==> config.mk <==
export PLATFORM = sky130hd
export DESIGN_NAME = rc_channel_frame_crc16
export DESIGN_NICKNAME = d
export VERILOG_FILES = /design/src/rtl/rcf_pkg.sv /design/src/rtl/rcf_scale_lane.sv /design/src/rtl/rcf_crc_merge.sv /design/src/rtl/rc_channel_frame_crc16.sv
export SDC_FILE = /design/constraint.sdc
export NUM_CORES = 2
export LEC_CHECK = 0
export BUFFER_PORTS_ARGS = -buffer_cell sky130_fd_sc_hd__buf_2
export CAP_MARGIN = 20
export CORE_ASPECT_RATIO = 0.6
export CORE_MARGIN = 1
export CORE_UTILIZATION = 61
export CTS_CLUSTER_SIZE = 8
export DETAILED_ROUTE_END_ITERATION = 10
export GPL_TIMING_DRIVEN = 0
export PLACE_DENSITY = 0.79
export SLEW_MARGIN = 10
export SYNTH_ARGS = -nofsm -noshare
export SYNTH_HDL_FRONTEND = slang
export SYNTH_HIERARCHICAL = 1
export SYNTH_SLANG_ARGS = --single-unit
==> constraint.sdc <==
create_clock -name i_clk -period 37.6 [get_ports i_clk]
set_input_delay 7.52 -clock i_clk [delete_from_list [all_inputs] [get_ports i_clk]]
set_output_delay 7.52 -clock i_clk [all_outputs]
set_load 0.05 [all_outputs]
==> src/rtl/rcf_pkg.sv <==
// ---------------------------------------------------------------------------
// rcf_pkg: shared types and constants for the RC channel frame block
// Channel scaling constants, register indexes, pipeline enables and the
// CRC-16 column tables used by the frame CRC merge.
// ---------------------------------------------------------------------------
`default_nettype none

package rcf_pkg;

    localparam int AXIS_W   = 16;
    localparam int CH_W     = 11;
    localparam int WORD_W   = 16;
    localparam int N_LANES  = 7;
    localparam int N_WORDS  = 10;
    localparam int PROD_W   = AXIS_W + CH_W;

    localparam logic [WORD_W-1:0] CRC_POLY   = 16'h1021;
    localparam logic [CH_W-1:0]   CH_MIN_RST = 11'd191;
    localparam logic [CH_W-1:0]   CH_MAX_RST = 11'd1792;

    // configuration register indexes
    localparam logic CFG_CH_MIN = 1'b0;
    localparam logic CFG_CH_MAX = 1'b1;

    typedef struct packed {
        logic s1;
        logic s2;
        logic s3;
        logic s4;
    } t_pipe_en;

    typedef logic [N_WORDS-1:0][WORD_W-1:0]              t_frame_words;
    typedef logic [N_WORDS-1:0][WORD_W-1:0][WORD_W-1:0]  t_crc_cols;

    // Column j of word k: CRC contribution of bit j of word k, i.e. that bit
    // pushed through the zero-data shift for its own word and all that follow.
    // Evaluated at elaboration only.
    function automatic t_crc_cols crc_cols();
        t_crc_cols cols;
        logic [WORD_W-1:0] c;
        for (int k = 0; k < N_WORDS; k++) begin
            for (int j = 0; j < WORD_W; j++) begin
                c = WORD_W'(1) << j;
                for (int s = 0; s < WORD_W * (N_WORDS - k); s++) begin
                    c = {c[WORD_W-2:0], 1'b0} ^ (c[WORD_W-1] ? CRC_POLY : '0);
                end
                cols[k][j] = c;
            end
        end
        return cols;
    endfunction

endpackage

`default_nettype wire

==> src/rtl/rcf_scale_lane.sv <==
// ---------------------------------------------------------------------------
// rcf_scale_lane: one axis-to-channel scaling lane
// value = min + floor((x*span + 32767) / 65535), x = axis + 32768.
// Three registered steps: offset axis, product, quotient and offset.
// ---------------------------------------------------------------------------
`default_nettype none

module rcf_scale_lane (
    input  wire logic                           i_clk,
    input  wire rcf_pkg::t_pipe_en              i_en,
    input  wire logic signed [rcf_pkg::AXIS_W-1:0] i_axis,
    input  wire logic [rcf_pkg::CH_W-1:0]       i_span,
    input  wire logic [rcf_pkg::CH_W-1:0]       i_min,
    output logic [rcf_pkg::CH_W-1:0]            o_value
);

    logic [rcf_pkg::AXIS_W-1:0] r_x;
    logic [rcf_pkg::PROD_W-1:0] r_prod;
    logic [rcf_pkg::CH_W-1:0]   r_value;

    logic [rcf_pkg::PROD_W-1:0] w_m;
    logic [rcf_pkg::CH_W-1:0]   w_hi;
    logic [16:0]                w_rem;
    logic                       w_ge;
    logic [rcf_pkg::CH_W-1:0]   n_value;

    // divide by 2^16-1: m = hi*65535 + (hi + lo), and hi + lo < 2*65535
    always_comb begin
        w_m     = r_prod + rcf_pkg::PROD_W'(32767);
        w_hi    = w_m[rcf_pkg::PROD_W-1:16];
        w_rem   = {6'b0, w_hi} + {1'b0, w_m[15:0]};
        w_ge    = (w_rem >= 17'd65535);
        n_value = i_min + (w_hi + {{(rcf_pkg::CH_W-1){1'b0}}, w_ge});
    end

    always_ff @(posedge i_clk) begin
        if (i_en.s1) begin
            r_x <= {~i_axis[rcf_pkg::AXIS_W-1], i_axis[rcf_pkg::AXIS_W-2:0]};
        end
        if (i_en.s2) begin
            r_prod <= {{rcf_pkg::CH_W{1'b0}}, r_x} * {{rcf_pkg::AXIS_W{1'b0}}, i_span};
        end
        if (i_en.s3) begin
            r_value <= n_value;
        end
    end

    assign o_value = r_value;

endmodule

`default_nettype wire

==> src/rtl/rcf_crc_merge.sv <==
// ---------------------------------------------------------------------------
// rcf_crc_merge: frame CRC-16 merge stage
// CRC (poly 0x1021, init 0, MSB first) is linear, so each word contributes
// an independent XOR term; the terms are merged and registered.
// ---------------------------------------------------------------------------
`default_nettype none

module rcf_crc_merge (
    input  wire logic                       i_clk,
    input  wire rcf_pkg::t_pipe_en          i_en,
    input  wire rcf_pkg::t_frame_words      i_words,
    output logic [rcf_pkg::WORD_W-1:0]      o_crc
);

    localparam rcf_pkg::t_crc_cols CRC_COLS = rcf_pkg::crc_cols();

    logic [rcf_pkg::N_WORDS-1:0][rcf_pkg::WORD_W-1:0] w_term;
    logic [rcf_pkg::WORD_W-1:0] n_crc;
    logic [rcf_pkg::WORD_W-1:0] r_crc;

    always_comb begin
        for (int k = 0; k < rcf_pkg::N_WORDS; k++) begin
            w_term[k] = '0;
            for (int j = 0; j < rcf_pkg::WORD_W; j++) begin
                w_term[k] = w_term[k] ^ (i_words[k][j] ? CRC_COLS[k][j] : '0);
            end
        end
        n_crc = '0;
        for (int k = 0; k < rcf_pkg::N_WORDS; k++) begin
            n_crc = n_crc ^ w_term[k];
        end
    end

    always_ff @(posedge i_clk) begin
        if (i_en.s4) begin
            r_crc <= n_crc;
        end
    end

    assign o_crc = r_crc;

endmodule

`default_nettype wire

==> src/rtl/rc_channel_frame_crc16.sv <==
// Each poll passes the s1, s2, s3 and s4 registers in turn to o_out_valid.
// Throughput: one poll per cycle unless the output stalls; stages advance
// independently; bubbles fill while a result waits in the output register.
// Scaling runs in seven parallel lanes (offset, 27-bit product, quotient).
// Reset (i_rst_n low, synchronous) clears pipeline valids, packet counter,
// failsafe mode and button history, and loads channel min/max 191/1792.
// ---------------------------------------------------------------------------
// rc_channel_frame_crc16: RC poll to channel frame with CRC-16
// Counts packets, toggles failsafe on button rising edge, scales the axes
// and appends a CRC over the ten frame words.
// ---------------------------------------------------------------------------
`default_nettype none

module rc_channel_frame_crc16 (
    input  wire logic                              i_clk,
    input  wire logic                              i_rst_n,

    input  wire logic                              i_cfg_valid,
    output logic                                   o_cfg_ready,
    input  wire logic                              i_cfg_index,
    input  wire logic [rcf_pkg::CH_W-1:0]          i_cfg_data,

    input  wire logic                              i_in_valid,
    output logic                                   o_in_ready,
    input  wire logic signed [rcf_pkg::AXIS_W-1:0] i_axis_0,
    input  wire logic signed [rcf_pkg::AXIS_W-1:0] i_axis_1,
    input  wire logic signed [rcf_pkg::AXIS_W-1:0] i_axis_2,
    input  wire logic signed [rcf_pkg::AXIS_W-1:0] i_axis_3,
    input  wire logic signed [rcf_pkg::AXIS_W-1:0] i_axis_4,
    input  wire logic signed [rcf_pkg::AXIS_W-1:0] i_axis_5,
    input  wire logic signed [rcf_pkg::AXIS_W-1:0] i_axis_6,
    input  wire logic signed [rcf_pkg::AXIS_W-1:0] i_axis_7,
    input  wire logic                              i_button_toggle,

    output logic                                   o_out_valid,
    input  wire logic                              i_out_ready,
    output logic [rcf_pkg::WORD_W-1:0]             o_packet_number,
    output logic [rcf_pkg::CH_W-1:0]               o_ch1_scaled,
    output logic [rcf_pkg::CH_W-1:0]               o_ch2_scaled,
    output logic [rcf_pkg::CH_W-1:0]               o_ch3_scaled,
    output logic [rcf_pkg::CH_W-1:0]               o_ch4_scaled,
    output logic [rcf_pkg::CH_W-1:0]               o_ch5_scaled,
    output logic [rcf_pkg::CH_W-1:0]               o_ch6_scaled,
    output logic [rcf_pkg::CH_W-1:0]               o_ch7_scaled,
    output logic                                   o_remote_flag,
    output logic                                   o_failsafe_flag,
    output logic [rcf_pkg::WORD_W-1:0]             o_frame_crc
);

    // configuration
    logic [rcf_pkg::CH_W-1:0] r_ch_min;
    logic [rcf_pkg::CH_W-1:0] r_ch_max;
    logic [rcf_pkg::CH_W-1:0] w_span;

    // poll state
    logic [rcf_pkg::WORD_W-1:0] r_packet_counter;
    logic [rcf_pkg::WORD_W-1:0] n_packet_counter;
    logic                       r_failsafe;
    logic                       n_failsafe;
    logic                       r_last_button;

    // pipeline control
    logic r_v1, r_v2, r_v3, r_v4;
    logic w_rdy1, w_rdy2, w_rdy3, w_rdy4;
    rcf_pkg::t_pipe_en w_en;

    // per-request side data carried alongside the lanes
    logic [rcf_pkg::WORD_W-1:0] r1_cnt, r2_cnt, r3_cnt, r4_cnt;
    logic r1_fs, r2_fs, r3_fs, r4_fs;
    logic r1_rem, r2_rem, r3_rem, r4_rem;

    logic [rcf_pkg::N_LANES-1:0][rcf_pkg::AXIS_W-1:0] w_axes;
    logic [rcf_pkg::N_LANES-1:0][rcf_pkg::CH_W-1:0]   w_lane_val;
    logic [rcf_pkg::N_LANES-1:0][rcf_pkg::CH_W-1:0]   r_ch;
    rcf_pkg::t_frame_words w_words;

    assign o_cfg_ready = 1'b1;

    always_ff @(posedge i_clk) begin
        if (!i_rst_n) begin
            r_ch_min <= rcf_pkg::CH_MIN_RST;
            r_ch_max <= rcf_pkg::CH_MAX_RST;
        end else if (i_cfg_valid) begin
            case (i_cfg_index)
                rcf_pkg::CFG_CH_MIN: begin
                    r_ch_min <= i_cfg_data;
                end
                rcf_pkg::CFG_CH_MAX: begin
                    r_ch_max <= i_cfg_data;
                end
                default: begin
                    r_ch_min <= r_ch_min;
                end
            endcase
        end
    end

    // max below min collapses every channel onto min
    assign w_span = (r_ch_max > r_ch_min) ? (r_ch_max - r_ch_min) : '0;

    assign w_rdy4 = !r_v4 || i_out_ready;
    assign w_rdy3 = !r_v3 || w_rdy4;
    assign w_rdy2 = !r_v2 || w_rdy3;
    assign w_rdy1 = !r_v1 || w_rdy2;
    assign o_in_ready = w_rdy1;

    always_comb begin
        w_en.s1 = i_in_valid && w_rdy1;
        w_en.s2 = r_v1 && w_rdy2;
        w_en.s3 = r_v2 && w_rdy3;
        w_en.s4 = r_v3 && w_rdy4;
    end

    always_comb begin
        n_packet_counter = r_packet_counter + 1'b1;
        n_failsafe       = r_failsafe ^ (i_button_toggle && !r_last_button);
    end

    always_ff @(posedge i_clk) begin
        if (!i_rst_n) begin
            r_v1             <= 1'b0;
            r_v2             <= 1'b0;
            r_v3             <= 1'b0;
            r_v4             <= 1'b0;
            r_packet_counter <= '0;
            r_failsafe       <= 1'b0;
            r_last_button    <= 1'b0;
        end else begin
            if (w_rdy1) begin
                r_v1 <= i_in_valid;
            end
            if (w_rdy2) begin
                r_v2 <= r_v1;
            end
            if (w_rdy3) begin
                r_v3 <= r_v2;
            end
            if (w_rdy4) begin
                r_v4 <= r_v3;
            end
            if (w_en.s1) begin
                r_packet_counter <= n_packet_counter;
                r_failsafe       <= n_failsafe;
                r_last_button    <= i_button_toggle;
            end
        end
    end

    always_ff @(posedge i_clk) begin
        if (w_en.s1) begin
            r1_cnt <= n_packet_counter;
            r1_fs  <= n_failsafe;
            r1_rem <= !i_axis_6[rcf_pkg::AXIS_W-1];
        end
        if (w_en.s2) begin
            r2_cnt <= r1_cnt;
            r2_fs  <= r1_fs;
            r2_rem <= r1_rem;
        end
        if (w_en.s3) begin
            r3_cnt <= r2_cnt;
            r3_fs  <= r2_fs;
            r3_rem <= r2_rem;
        end
        if (w_en.s4) begin
            r4_cnt <= r3_cnt;
            r4_fs  <= r3_fs;
            r4_rem <= r3_rem;
            r_ch   <= w_lane_val;
        end
    end

    assign w_axes = {i_axis_7, i_axis_5, i_axis_4, i_axis_3,
                     i_axis_2, i_axis_1, i_axis_0};

    for (genvar l = 0; l < rcf_pkg::N_LANES; l++) begin : g_lane
        rcf_scale_lane u_lane (
            .i_clk   (i_clk),
            .i_en    (w_en),
            .i_axis  (w_axes[l]),
            .i_span  (w_span),
            .i_min   (r_ch_min),
            .o_value (w_lane_val[l])
        );
    end

    always_comb begin
        w_words[0] = r3_cnt;
        for (int l = 0; l < rcf_pkg::N_LANES; l++) begin
            w_words[l+1] = {{(rcf_pkg::WORD_W-rcf_pkg::CH_W){1'b0}}, w_lane_val[l]};
        end
        w_words[8] = {{(rcf_pkg::WORD_W-1){1'b0}}, r3_rem};
        w_words[9] = {{(rcf_pkg::WORD_W-1){1'b0}}, r3_fs};
    end

    rcf_crc_merge u_crc (
        .i_clk   (i_clk),
        .i_en    (w_en),
        .i_words (w_words),
        .o_crc   (o_frame_crc)
    );

    assign o_out_valid     = r_v4;
    assign o_packet_number = r4_cnt;
    assign o_ch1_scaled    = r_ch[0];
    assign o_ch2_scaled    = r_ch[1];
    assign o_ch3_scaled    = r_ch[2];
    assign o_ch4_scaled    = r_ch[3];
    assign o_ch5_scaled    = r_ch[4];
    assign o_ch6_scaled    = r_ch[5];
    assign o_ch7_scaled    = r_ch[6];
    assign o_remote_flag   = r4_rem;
    assign o_failsafe_flag = r4_fs;

endmodule

`default_nettype wire

==> results.yml <==
synthesis:
  syn_inst: 7697
  yosysMostFrequentCell: "nand2_1"
  netlist_area_um2: 75530
  synthTopCellsByCount: "1022 x nand2_1, 967 x inv_1, 883 x fa_1"
  synth-seq-area-share_pct: 22.76
  syn_avg_cell_area_um2: 9.813
  synth.largest_area_cell: "fa_1"
  yosys-top-cells-area: "fa_1 23%, edfxtp_1 22%, ha_1 10%, xnor2_1 7.9%, nand2_1 5.1%"
  yosysTopAreaCellShare_pct: 23.40
  ys_seq_elements: 587
  async_flop_share_pct: 0
  synth_edf_count: 543
  ys_warn_count: 6
  synth_flop_cell: "edfxtp_1"
  yosys.cell_types.count: 122
clock_tree:
  cts_buffer_depth: 3
  ctsRootBufferMaster: "clkbuf_16"
  numCtsBuffers: 86
  cts_setup_buffers: 0
  cts_max_level: 3
  cts.clk_slew.worst_paths_ns: 0.05
  clkLatencyLatePin_ns: 0.70
  cts_hold_buf: 0
  cts_sinks: 587
  ctsResizeCount: 0
  cts_tree: "built"
global_route:
  grt_max_degree: 79
  antenna_found_initial: 9
  grt-ovfl-total: 0
  grt_use_total_pct: 34.56
  grt_pass1_wl_um: 331500
  grt_pass1_vias: 58410
sta:
  finalSetupTns_ns: 0
  slew_headroom_pct: 18.54
  worst_slew_pin_slew_ns: 1.220
  finalClockSkew_ns: 0.03176
  grt_setup_unrepaired: "no"
  fin_ws_ns: 21.79
  fmaxAchievable_mhz: 63.26
  period_needed_ns: 15.81
  setup_viol: 0
  finalHoldViolations: 0
  drv_slew: 0
  fin_crit_sh_pct: 42.04
setup_path:
  cp_common_cell: "buf_2"
  path_cells: "buf_2 -> and4b_1 -> buf_6 -> nand2_1 -> buf_2"
  cp-end-kind: "output port"
  path_max_fanout: 5
  slowest_stage: "and4b_1"
  crit_type: "in2out"
  required_ns: 30.08
  startpoint_type: "input port"
  cpPeakStageDelay_ns: 0.26
  cp.arrival_ns: 8.29
worst_hold_path:
  hp-class: "reg2reg"
placed_design:
  dpl.cell_count: 9748
  dp_slack_ns: 21.80
  io_buffers: 243
  hpwl_um: 173400
  gp_congestion: 0.9982
routing:
  routed_via_density: 5.877
  drtPass1Iterations: 6
  finalWirelength_um: 214200
  remaining_drc_errors: 0
  post_drt_wl_per_cell_um: 21.64
  vias: 58160
  drt_iter0_markers: 5432
  ant_nets: 0
layout:
  nNetsFinal: 9863
  syn_to_final_growth_pct: 9.743
  drive_gt1_share_pct: 6.729
  stdcell_count: 9896
die:
  io_pins: 260
  die_h_um: 274.6
  core_um2: 122100
  die_area_um2: 125300
  die_w_um: 456.3
  start_util_pct: 61.84
  row_count: 99
status:
  status: "complete, no violations"
run:
  max-cap-violations: 0
## worst max-delay path: cells and delay by family
family	cells	cell delay, ns
buffers and inverters	3	0.45
and+or+nand+nor	2	0.31
## routing by layer
layer	vias up	wire length (um)	track usage, %
met1	28820	91810	49.13
met3	437	22310	8.263
met2	2670	90440	51.19
li1	26240	-	-
met4	0	9581	13.76
met5	-	0	0
## registers in the layout (all words and copies together) (netlist names), 11 cells and up
name / count
g_lane.u_lane/r_prod: 189
g_lane.u_lane/r_x: 112
g_lane.u_lane/o_value: 77
o_packet_number: 16
r1_cnt: 16
r2_cnt: 16
r3_cnt: 16
r_packet_counter: 16
u_crc/o_crc: 16
o_ch1_scaled: 11
o_ch2_scaled: 11
o_ch3_scaled: 11
o_ch4_scaled: 11
o_ch5_scaled: 11
o_ch6_scaled: 11
o_ch7_scaled: 11
r_ch_max: 11
r_ch_min: 11
## cell usage in the layout, fill, tap and decap left out, types with 92 or more instances in the layout
cell / count
nor2_1: 268
xor2_1: 226
clkbuf_1: 292
nand2_1: 1022
buf_2: 262
nand3_1: 112
nor3_1: 106
inv_1: 967
xnor2_1: 680
o21ai_0: 133
and2_1: 533
fa_1: 883
conb_1: 150
ha_1: 614
edfxtp_1: 543
a21o_1: 92
a21oi_1: 215
## path summary, 6_finish.rpt
kind | start | endpoint | slack [ns] | cells after the start
min | r1_cnt[9] | r2_cnt[9] | 0.41 | 0
min reg2reg | r1_cnt[9] | r2_cnt[9] | 0.41 | 0
max | i_out_ready | o_in_ready | 21.79 | 5
max reg2reg | r_ch_min[1] | g_lane[0].u_lane/r_prod[21] | 27.79 | 28
## cells by family (layout without fill, tap and decap cells)
group / Yosys count / count (layout) / synth area share, %
flops: 587 / 587 / 22.76
buf+inv: 1252 / 1684 / 6.348
compound gates: 861 / 861 / 7.890
simple gates: 2488 / 2488 / 16.54
mux: 32 / 32 / 0.4291
other cells: 2 / 153 / 0.009943
xor+xnor: 973 / 973 / 12.38
fa+ha+maj: 1502 / 1502 / 33.65
## layout make-up
type | instances | area, um^2
multi-input cells | 6006 | 54220
inverters | 967 | 3630
clock buffers | 135 | 2407
repair buffers | 287 | 2128
diodes | 3 | 7.507
fillers | 9494 | 39250
clock inverters | 10 | 112.6
plain buffers | 285 | 1169
flip-flops and latches | 587 | 17190
well taps | 1616 | 2022
## stage by stage
stage | utilization, % | hold slack (ns) | instance area, um^2
floorplan | - | 0.4003 | 76080
global placement | 64.95 | 0.4004 | 79320
detailed placement | 65.79 | 0.4054 | 80360
CTS | 67.86 | 0.4150 | 82880
global route | 67.86 | 0.4190 | 82880
finish | 67.86 | 0.4147 | 82890
Power is not shown: default switching activity piles up to over one toggle a cycle in this logic, so the estimate is an artifact.
